$ cat src/rtl/core/cft_pkg.sv
// package for the csv field tokenizer: request types, phase codes and constants
package cft_pkg;

    localparam int MAX_COLUMNS = 256;

    localparam int BYTE_W = 8;
    localparam int LEN_W  = 18;
    localparam int COL_W  = 8;
    localparam int ERR_W  = 2;
    localparam int CFG_W  = 18;
    localparam int IDX_W  = 2;

    // column counter saturates at the smaller of the column limit and its own range
    localparam int COL_CAP_INT = (MAX_COLUMNS - 1 < (1 << COL_W) - 1) ?
                                 (MAX_COLUMNS - 1) : ((1 << COL_W) - 1);
    localparam logic [COL_W-1:0] COL_CAP = COL_W'(COL_CAP_INT);

    localparam logic [BYTE_W-1:0] CHAR_LF    = 8'd10;
    localparam logic [BYTE_W-1:0] CHAR_CR    = 8'd13;
    localparam logic [BYTE_W-1:0] CHAR_NUL   = 8'd0;
    localparam logic [BYTE_W-1:0] DELIM_RST  = 8'd44;
    localparam logic [BYTE_W-1:0] QUOTE_RST  = 8'd34;
    localparam logic [LEN_W-1:0]  MAXLEN_RST = LEN_W'(128 * 1024);

    localparam logic [IDX_W-1:0] CFG_DELIM  = 2'd0;
    localparam logic [IDX_W-1:0] CFG_QUOTE  = 2'd1;
    localparam logic [IDX_W-1:0] CFG_MAXLEN = 2'd2;

    localparam logic [ERR_W-1:0] ERR_NONE = 2'd0;
    localparam logic [ERR_W-1:0] ERR_LONG = 2'd1;
    localparam logic [ERR_W-1:0] ERR_NUL  = 2'd2;

    typedef enum logic [2:0] {
        PH_START_RECORD = 3'd0,
        PH_START_FIELD  = 3'd1,
        PH_IN_FIELD     = 3'd2,
        PH_IN_QUOTED    = 3'd3,
        PH_QUOTE_SEEN   = 3'd4
    } t_phase;

    typedef struct packed {
        logic [BYTE_W-1:0] data_byte;
        logic              end_of_input;
    } t_in;

    typedef struct packed {
        logic              char_valid;
        logic [BYTE_W-1:0] out_byte;
        logic              field_end;
        logic              record_end;
        logic [COL_W-1:0]  column_index;
        logic [ERR_W-1:0]  error_code;
    } t_out;

    typedef struct packed {
        logic [BYTE_W-1:0] delimiter_char;
        logic [BYTE_W-1:0] quote_char;
        logic [LEN_W-1:0]  max_field_length;
    } t_cfg;

    typedef struct packed {
        t_phase            phase;
        logic [LEN_W-1:0]  field_length;
        logic [COL_W-1:0]  column_count;
    } t_state;

endpackage

$ cat src/rtl/core/cft_step.sv
// one tokenizer step: next parse state and the result for one byte request
module cft_step (
    input  cft_pkg::t_in    i_item,
    input  cft_pkg::t_cfg   i_cfg,
    input  cft_pkg::t_state i_state,
    output cft_pkg::t_state o_state,
    output logic            o_has_result,
    output cft_pkg::t_out   o_result
);
    import cft_pkg::*;

    logic   nl;
    logic   is_quote;
    logic   is_delim;
    logic   do_end;
    logic   end_rec;
    logic   do_add;
    t_phase add_phase;
    t_phase hold_phase;

    assign nl       = (i_item.data_byte == CHAR_LF) || (i_item.data_byte == CHAR_CR);
    assign is_quote = (i_item.data_byte == i_cfg.quote_char);
    assign is_delim = (i_item.data_byte == i_cfg.delimiter_char);

    // decide the action from phase and byte class
    always_comb begin
        do_end     = 1'b0;
        end_rec    = 1'b0;
        do_add     = 1'b0;
        add_phase  = PH_IN_FIELD;
        hold_phase = i_state.phase;
        case (i_state.phase)
            PH_IN_FIELD: begin
                if (nl) begin
                    do_end  = 1'b1;
                    end_rec = 1'b1;
                end else if (is_delim) begin
                    do_end = 1'b1;
                end else begin
                    do_add = 1'b1;
                end
            end
            PH_IN_QUOTED: begin
                if (is_quote) begin
                    hold_phase = PH_QUOTE_SEEN;
                end else begin
                    do_add    = 1'b1;
                    add_phase = PH_IN_QUOTED;
                end
            end
            PH_QUOTE_SEEN: begin
                if (is_quote) begin
                    do_add    = 1'b1;
                    add_phase = PH_IN_QUOTED;
                end else if (is_delim) begin
                    do_end = 1'b1;
                end else if (nl) begin
                    do_end  = 1'b1;
                    end_rec = 1'b1;
                end else begin
                    do_add = 1'b1;
                end
            end
            PH_START_FIELD: begin
                if (nl) begin
                    do_end  = 1'b1;
                    end_rec = 1'b1;
                end else if (is_quote) begin
                    hold_phase = PH_IN_QUOTED;
                end else if (is_delim) begin
                    do_end = 1'b1;
                end else begin
                    do_add = 1'b1;
                end
            end
            default: begin
                // start of record, unused codes too
                hold_phase = PH_START_RECORD;
                if (nl) begin
                    hold_phase = PH_START_RECORD;
                end else if (is_quote) begin
                    hold_phase = PH_IN_QUOTED;
                end else if (is_delim) begin
                    do_end = 1'b1;
                end else begin
                    do_add = 1'b1;
                end
            end
        endcase
    end

    // apply the action
    always_comb begin
        o_state       = i_state;
        o_has_result  = 1'b0;
        o_result      = '0;
        if (i_item.end_of_input) begin
            if (i_state.phase == PH_IN_FIELD || i_state.phase == PH_START_FIELD ||
                i_state.phase == PH_IN_QUOTED || i_state.phase == PH_QUOTE_SEEN) begin
                o_has_result          = 1'b1;
                o_result.field_end    = 1'b1;
                o_result.record_end   = 1'b1;
                o_result.column_index = i_state.column_count;
            end
            o_state.phase        = PH_START_RECORD;
            o_state.field_length = '0;
            o_state.column_count = '0;
        end else if (i_item.data_byte == CHAR_NUL) begin
            o_has_result        = 1'b1;
            o_result.error_code = ERR_NUL;
        end else if (do_end) begin
            o_has_result          = 1'b1;
            o_result.field_end    = 1'b1;
            o_result.record_end   = end_rec;
            o_result.column_index = i_state.column_count;
            o_state.field_length  = '0;
            if (end_rec) begin
                o_state.column_count = '0;
                o_state.phase        = PH_START_RECORD;
            end else begin
                if (i_state.column_count < COL_CAP) begin
                    o_state.column_count = i_state.column_count + COL_W'(1);
                end
                o_state.phase = PH_START_FIELD;
            end
        end else if (do_add) begin
            o_has_result  = 1'b1;
            o_state.phase = add_phase;
            if (i_state.field_length >= i_cfg.max_field_length) begin
                o_result.error_code = ERR_LONG;
            end else begin
                o_state.field_length = i_state.field_length + LEN_W'(1);
                o_result.char_valid  = 1'b1;
                o_result.out_byte    = i_item.data_byte;
            end
        end else begin
            o_state.phase = hold_phase;
        end
    end

endmodule

$ cat src/rtl/core/csv_field_tokenizer.sv
// top level of the csv field tokenizer: input register, step logic, result register
// a byte request is held in the input register, and its result then in the result register
// throughput: one byte request per cycle, sustained, while the result side keeps up
// the byte stream loop is the parse state register, updated once per request in stage one
// reset (synchronous, active low) returns the phase to start of record, clears the
// field length and column count, empties both stages and restores the default registers
module csv_field_tokenizer (
    input  logic                        i_clk,
    input  logic                        i_rst_n,
    // byte request side
    input  logic                        i_in_valid,
    output logic                        o_in_stall,
    input  cft_pkg::t_in                i_in_data,
    // result side
    output logic                        o_out_valid,
    input  logic                        i_out_stall,
    output cft_pkg::t_out               o_out_data,
    // configuration writes
    input  logic                        i_cfg_we,
    input  logic [cft_pkg::IDX_W-1:0]   i_cfg_index,
    input  logic [cft_pkg::CFG_W-1:0]   i_cfg_data
);
    import cft_pkg::*;

    // configuration registers
    t_cfg   r_cfg;

    // input register stage
    logic   r_in_valid;
    t_in    r_in;

    // parse state
    t_state r_state;
    t_state n_state;

    // result register stage
    logic   r_out_valid;
    t_out   r_out;

    logic   step_has_result;
    t_out   step_result;
    logic   advance;

    cft_step u_step (
        .i_item       (r_in),
        .i_cfg        (r_cfg),
        .i_state      (r_state),
        .o_state      (n_state),
        .o_has_result (step_has_result),
        .o_result     (step_result)
    );

    // the held request moves on when the result register is free or being emptied;
    // requests that give no result move on all the same and only update state
    assign advance    = r_in_valid && (!r_out_valid || !i_out_stall);
    assign o_in_stall = r_in_valid && !advance;

    // register writes; the user must do them only while idle, the block itself does not enforce it
    always_ff @(posedge i_clk) begin
        if (!i_rst_n) begin
            r_cfg.delimiter_char   <= DELIM_RST;
            r_cfg.quote_char       <= QUOTE_RST;
            r_cfg.max_field_length <= MAXLEN_RST;
        end else if (i_cfg_we) begin
            case (i_cfg_index)
                CFG_DELIM:  r_cfg.delimiter_char   <= i_cfg_data[BYTE_W-1:0];
                CFG_QUOTE:  r_cfg.quote_char       <= i_cfg_data[BYTE_W-1:0];
                CFG_MAXLEN: r_cfg.max_field_length <= i_cfg_data[LEN_W-1:0];
                default: begin
                    // writes past the register list are dropped
                end
            endcase
        end
    end

    // input register: refilled whenever empty or its request moves on
    always_ff @(posedge i_clk) begin
        if (!i_rst_n) begin
            r_in_valid <= 1'b0;
        end else if (!o_in_stall) begin
            r_in_valid <= i_in_valid;
        end
    end

    always_ff @(posedge i_clk) begin
        if (!o_in_stall && i_in_valid) begin
            r_in <= i_in_data;
        end
    end

    // parse state follows each request as it leaves the input register
    always_ff @(posedge i_clk) begin
        if (!i_rst_n) begin
            r_state.phase        <= PH_START_RECORD;
            r_state.field_length <= '0;
            r_state.column_count <= '0;
        end else if (advance) begin
            r_state <= n_state;
        end
    end

    // result register
    always_ff @(posedge i_clk) begin
        if (!i_rst_n) begin
            r_out_valid <= 1'b0;
        end else if (advance) begin
            r_out_valid <= step_has_result;
        end else if (!i_out_stall) begin
            r_out_valid <= 1'b0;
        end
    end

    always_ff @(posedge i_clk) begin
        if (advance && step_has_result) begin
            r_out <= step_result;
        end
    end

    assign o_out_valid = r_out_valid;
    assign o_out_data  = r_out;

endmodule

$ cat config.mk
export PLATFORM = sky130hd
export DESIGN_NAME = csv_field_tokenizer
export DESIGN_NICKNAME = d
export VERILOG_FILES = /design/src/rtl/core/cft_pkg.sv /design/src/rtl/core/cft_step.sv /design/src/rtl/core/csv_field_tokenizer.sv
export SDC_FILE = /design/constraint.sdc
export NUM_CORES = 1
export LEC_CHECK = 0
export ABC_AREA = 1
export BUFFER_PORTS_ARGS = -buffer_cell sky130_fd_sc_hd__buf_2
export CAP_MARGIN = 5
export CORE_UTILIZATION = 45
export CTS_BUF_LIST = sky130_fd_sc_hd__clkbuf_16
export DETAILED_ROUTE_END_ITERATION = 10
export PLACE_DENSITY = 0.66
export SLEW_MARGIN = 20
export SYNTH_ARGS = -nofsm -noshare
export SYNTH_HDL_FRONTEND = slang
export SYNTH_SLANG_ARGS = --single-unit
$ cat constraint.sdc
create_clock -name i_clk -period 2.1 [get_ports i_clk]
set_input_delay 0.21 -clock i_clk [delete_from_list [all_inputs] [get_ports i_clk]]
set_output_delay 0.21 -clock i_clk [all_outputs]
set_load 0.1 [all_outputs]
Word level (Yosys, flattened, before mapping)
Index checks and enable logic that the tools add are counted.
{ "op_classes": {"add_sub_neg": 2, "mux": 56, "reduce_logical": 28, "n_lt_le_gt_ge": 2, "n_bitwise": 1, "n_eq_ne": 17} }
{ "op_table": {"columns": ["cell", "count"], "rows": [
  ["$mux W29", 2],
  ["$mux W10", 4],
  ["$mux W18", 2],
  ["$mux W1", 29],
  ["$mux W8", 3],
  ["$mux W21", 1],
  ["$add A18 B1 Y18 const B", 1],
  ["$ge A18 B18 Y1", 1],
  ["$eq A8 B4 Y1 const B", 2],
  ["$eq A8 B8 Y1", 2],
  ["$mux W3", 5],
  ["$ne A5 B2 Y1 const B", 2],
  ["$mux W9", 1],
  ["$pmux W3 S3", 1],
  ["$add A8 B1 Y8 const B", 1],
  ["$logic_not A8 Y1", 1],
  ["$lt A8 B8 Y1 const B", 1],
  ["$mux W2", 4],
  ["$reduce_and A4 Y1", 2],
  ["$eq A3 B2 Y1 const B", 2],
  ["$pmux W3 S2", 1],
  ["$reduce_and A2 Y1", 3],
  ["$reduce_and A6 Y1", 1],
  ["$reduce_bool A3 Y1", 2],
  ["21 further kinds", 32]
]} }
{ "totals": {"register_bits": 95, "output_inout_bits": 23, "inputBits": 34, "wordCells": 123} }

Depth between registers and ports, before layout
{ "depth": {"word_depth": 11, "depth_mapped": 16, "ltp_nobuf": 16} }

By module
Synthesis repeated with hierarchy kept, for this count alone.
{ "unflattened": {"hier_cells": 952, "area_unflattened_um2": 6254.7} }
{ "by_module_without_submodules": {"columns": ["module", "instances", "seq_area_each_um2", "cells_each", "area_each_um2"], "rows": [
  ["csv_field_tokenizer", 1, 2202.1, 416, 3652.3],
  ["cft_step", 1, 0.0, 536, 2602.5]
]} }

Worst setup path after synthesis
No wires, ideal clock.
{ "synth_path": {"path_kind": "register to register", "start": "register r_in[3] (netlist name)", "end": "register r_out (netlist bit o_out_data[0]) (enable)", "setup_time_ps": 376, "arrival_ps": 1770, "path_buffers": 1, "slack_ps": -46, "required_time_ps": 1724, "stages_incl_launch_ff": 13, "synth_period_minus_slack_ps": 2146, "path_cell_list": "edfxtp_1 -> buf_6 -> xnor2_1 -> nand2_1 -> nor2_1 -> nand2_1 -> nand2_1 -> nand3_1 -> nand3_1 -> nor2_2 -> nand2_1 -> o21bai_1 -> inv_1"} }
{ "synth_via": {"elab_chain_len": 11, "word_cells_on_any_way": 29, "classes_between": "eq/ne (4); mux (22); reduce/logical (3)"} }
{ "synth_rtl": {"columns": ["element", "line_no", "text"], "rows": [
  ["start: declaration", "csv_field_tokenizer.sv:30", "t_in r_in;"],
  ["start signal: assignment", "csv_field_tokenizer.sv:87", "r_in <= i_in_data;"],
  ["$eq A8 B4 Y1", "cft_step.sv:21", "assign nl = (i_item.data_byte == CHAR_LF) || (i_item.data_byte == CHAR_CR);"],
  ["$logic_or A1 B1 Y1", "cft_step.sv:21", null],
  ["$mux W1", "cft_step.sv:57", "end else if (nl) begin"],
  ["$mux W1", "cft_step.sv:55", "end else if (is_delim) begin"],
  ["$mux W1", "cft_step.sv:52", "if (is_quote) begin"],
  ["$pmux W1 S3", "cft_step.sv:32", "case (i_state.phase)"],
  ["$mux W1", "cft_step.sv:126", "end else if (do_add) begin"],
  ["$mux W1", "cft_step.sv:111", "end else if (do_end) begin"],
  ["$mux W1 (*)", "cft_step.sv:108", "end else if (i_item.data_byte == CHAR_NUL) begin"],
  ["$mux W1 (*)", "cft_step.sv:97", "if (i_item.end_of_input) begin"],
  ["$logic_and A1 B1 Y1 (*)", "csv_field_tokenizer.sv:114", "if (advance && step_has_result) begin"],
  ["end signal: assignment", "csv_field_tokenizer.sv:115", "r_out <= step_result;"],
  ["end: declaration", "csv_field_tokenizer.sv:38", "t_out r_out;"]
]} }
Mark *: on every way between the ends. The rest lies on a longest branch, timed or not.
A chain may end at the register's enable or synchronous reset.

Worst setup path after layout
{ "layout_path": {"start": "register r_in[3] (netlist name)", "end": "register r_out (netlist bit o_out_data[17]), data pin"} }
{ "layout_via": {"elab_chain_len": 8, "word_cells_on_any_way": 26, "classes_between": "eq/ne (4); mux (18); bitwise (1); reduce/logical (3)"} }
{ "layout_rtl": {"columns": ["element", "line_no"], "rows": [
  ["$eq A8 B4 Y1", "cft_step.sv:21"],
  ["$logic_or A1 B1 Y1", "cft_step.sv:21"],
  ["$mux W1", "cft_step.sv:57"],
  ["$mux W1", "cft_step.sv:55"],
  ["$mux W1", "cft_step.sv:52"],
  ["$pmux W1 S3", "cft_step.sv:32"],
  ["$not A1 Y1 (no source line)", null],
  ["$reduce_or A5 Y1 (no source line) (*)", null]
]} }
Marks and branches as above.

==> impl_metrics.env <==
export IMPL_cts_sinks=95
export IMPL_endpoint_kind="flip-flop"
export IMPL_reg2reg_slack_ns=-0.20
export IMPL_r2r_end="o_out_data[17]$_SDFFCE_PP0P_"
export IMPL_use_met2_pct=39.2
export IMPL_cts_tree="done"
export IMPL_clock_skew_ns=0.00744
export IMPL_io_buffers=56
export IMPL_min_period_over_period_pct=110
export IMPL_cts_root_buf="clkbuf_16"
export IMPL_tightest_slew_ns=0.487
export IMPL_fillers=957
export IMPL_dieWidth_um=109
export IMPL_grt_ovfl_total=0
export IMPL_ys_types=38
export IMPL_grt_pass1_wl_um=21900
export IMPL_finalMaxSlewViolations=0
export IMPL_rr_startpoint="r_in[3]$_DFFE_PP_"
export IMPL_hold_end="r_in[6]$_DFFE_PP_"
export IMPL_grt_busiest_layer="met2"
export IMPL_cap_violations=0
export IMPL_track_usage_pct=24.1
export IMPL_hold_start="i_in_data[6]"
export IMPL_insertion_delay_ns=0.35
export IMPL_fin_crit_ns=2.30
export IMPL_die_area_um2=11900
export IMPL_synth_top_area_cell="dfxtp_1"
export IMPL_via_count=4975
export IMPL_hold_viol=0
export IMPL_drc=0
export IMPL_antenna_found_initial=0
export IMPL_ys_flop_type="dfxtp_1"
export IMPL_finalSetupViolations=68
export IMPL_first_global_vias=4687
export IMPL_cts_buffers=9
export IMPL_dp_hpwl_um=9600
export IMPL_irDropWorstVdd_v=0.000730
export IMPL_detail_route_antenna_nets=0
export IMPL_min_path_type="in -> reg"
export IMPL_met1_usage_pct=31.3
export IMPL_max_slew_margin_pct=67.8
export IMPL_synth_net_count=733
export IMPL_worst_slack_ns=-0.201
export IMPL_core_area_um2=11000
export IMPL_violations="setup timing"
export IMPL_finish_utilization_pct=63.6
export IMPL_synth_area_leaders="dfxtp_1 25%, edfxtp_1 17%, nand2_1 11%, inv_1 6.4%, nor2_1 5.8%"
export IMPL_multi_input_area_um2=2870
export IMPL_syn_instance_count=679
export IMPL_rsz0062_at_grt="true"
export IMPL_ys_warn_count=0
export IMPL_reg2reg_depth=13
export IMPL_ys_ff_latch=95
export IMPL_p_leak_nw=3.19
export IMPL_first_iter_violations=270
export IMPL_place_ws_ns=-0.268
export IMPL_rows=38
export IMPL_tns_ns=-7.66
export IMPL_syn_area_per_cell_um2=7.59
export IMPL_critPathLaunchType="flip-flop"
export IMPL_outcome="finished, violations left"
export IMPL_final_cell_mix="130 x nand2_1, 85 x buf_4, 84 x inv_1, 65 x dfxtp_1, 60 x nor2_1"
export IMPL_pin_count=57
export IMPL_cp_required_ns=2.32
export IMPL_hold_path_depth=1
export IMPL_vias_per_cell=5.10
export IMPL_area_growth_synth_to_final_pct=35.6
export IMPL_whs_ns=0.0288
export IMPL_gp_congestion=0.849
export IMPL_cts_buffer_depth=2
export IMPL_nNetsFinal=885
export IMPL_worstSetupPathType="reg -> reg"
export IMPL_start_util_pct=46.9
export IMPL_htree_levels=3
export IMPL_async_reset_ff_share_pct=0
export IMPL_first_pass_iters=5
export IMPL_cp_arrival_ns=2.52
export IMPL_wirelength_um=13600
export IMPL_antenna_cells=0
export IMPL_seqCellArea_um2=2200
export IMPL_synth_edf_count=30
export IMPL_power_w=0.00436
export IMPL_power_density_nw_per_um2=623
export IMPL_path_max_fanout=5
export IMPL_final_layout_size_suffix_gt1_share_pct=33.3
export IMPL_clkTransAtPathRegs_ns=0.06
export IMPL_ctsHoldBuffers=0
export IMPL_fp_dieH_um=109
export IMPL_grt_max_degree=35
export IMPL_synth_top_area_share_pct=25.2
export IMPL_fmax_ghz=0.435
export IMPL_netlist_area_um2=5150
export IMPL_ys_seq_area_share_pct=42.7
export IMPL_met3_usage_pct=3.95
export IMPL_avgRoutedWirePerCell_um=14.0
export IMPL_final_common_cell="nand2_1"
critical path, cell delays in order (launching register included):
cell and delay, ns:
edfxtp_1 0.51, buf_6 0.18, xnor2_2 0.12, nand2_1 0.07, nor2_2 0.04, nand2_2 0.12
nand2_2 0.11, nand2_1 0.13, nand3_2 0.11, nor2_4 0.15, nand2_4 0.08, buf_6 0.12
or2_4 0.30, nor2_2 0.11
worst max-delay path by stage:
stage	cells after the start	start	endpoint
floorplan	2	o_out_valid$_SDFFE_PN0P_	o_in_stall
global placement	11	r_in[3]$_DFFE_PP_	o_out_data[3]$_DFFE_PP_
detailed placement	13	r_in[4]$_DFFE_PP_	o_out_data[2]$_DFFE_PP_
CTS	13	r_in[3]$_DFFE_PP_	o_out_data[10]$_DFFE_PP_
global route	13	r_in[3]$_DFFE_PP_	o_out_data[17]$_SDFFCE_PP0P_
finish	13	r_in[3]$_DFFE_PP_	o_out_data[17]$_SDFFCE_PP0P_
routing by layer:
layer	vias up	part of all wire [%]
met1	2306	46
met2	129	47
met3	20	4.3
met4	0	2.3
li1	2520	-
met5	-	0
power breakdown:
part,total (W),leakage [nW],switching (W),internal [W]
Clock,0.00157,0.148,0.000698,0.000868
Combinational,0.000775,2.23,0.000492,0.000283
Sequential,0.00202,0.811,0.0000437,0.00197
per-stage QoR:
stage / cell area, µm² / cells
final: 6990 / 976
after global routing: 6990 / 976
after CTS: 6710 / 968
after detailed placement: 6100 / 934
after global placement: 6100 / 934
after floorplan: 5150 / 679
repair_timing:
item | CTS | global route
buffers inserted | 14 | 8
pin swaps | 15 | 30
setup endpoints to repair | 67 | 70
cloned | 4 | 0
resized for setup | 47 | 62
cell type report:
type	instances	share of cell area, %
clock buffer	10	3.58
clock inverter	6	0.483
inverter	96	5.26
multi-input combinational	475	41.0
sequential	95	31.5
tap	140	2.51
timing repair buffer	154	15.6
flip-flops by register name (all words and copies together), names as in the netlist:
register	flops
r_cfg	34
r_state	29
o_out_data	21
r_in	9
o_out_valid	1
r_in_valid	1
cells in the mapped netlist (all sizes together) (4+ instances only):
cell type / instances
nor3: 16
o21bai: 4
o21ai: 45
nor2: 85
xnor2: 8
inv: 94
ha: 20
xor2: 13
nand2: 159
edfxtp: 30
nor4: 7
clkbuf: 11
nand3: 35
a21oi: 55
o211ai: 5
dfxtp: 65
buf: 6
nand4: 16
cell families (layout without fill, tap and decap cells):
kind of cell             Yosys count  in the layout  share of synthesized area (%)
buffers and inverters            113            266                           9.15
AND/OR/NAND/NOR                  321            324                           28.0
flip-flops                        95             95                           42.7
AO/OA/AOI/OAI                    109            110                           11.5
XOR/XNOR                          21             21                           3.71
adder cells (fa/ha/maj)           20             20                           4.85
Note: power is estimated with default switching activity, not from simulation.
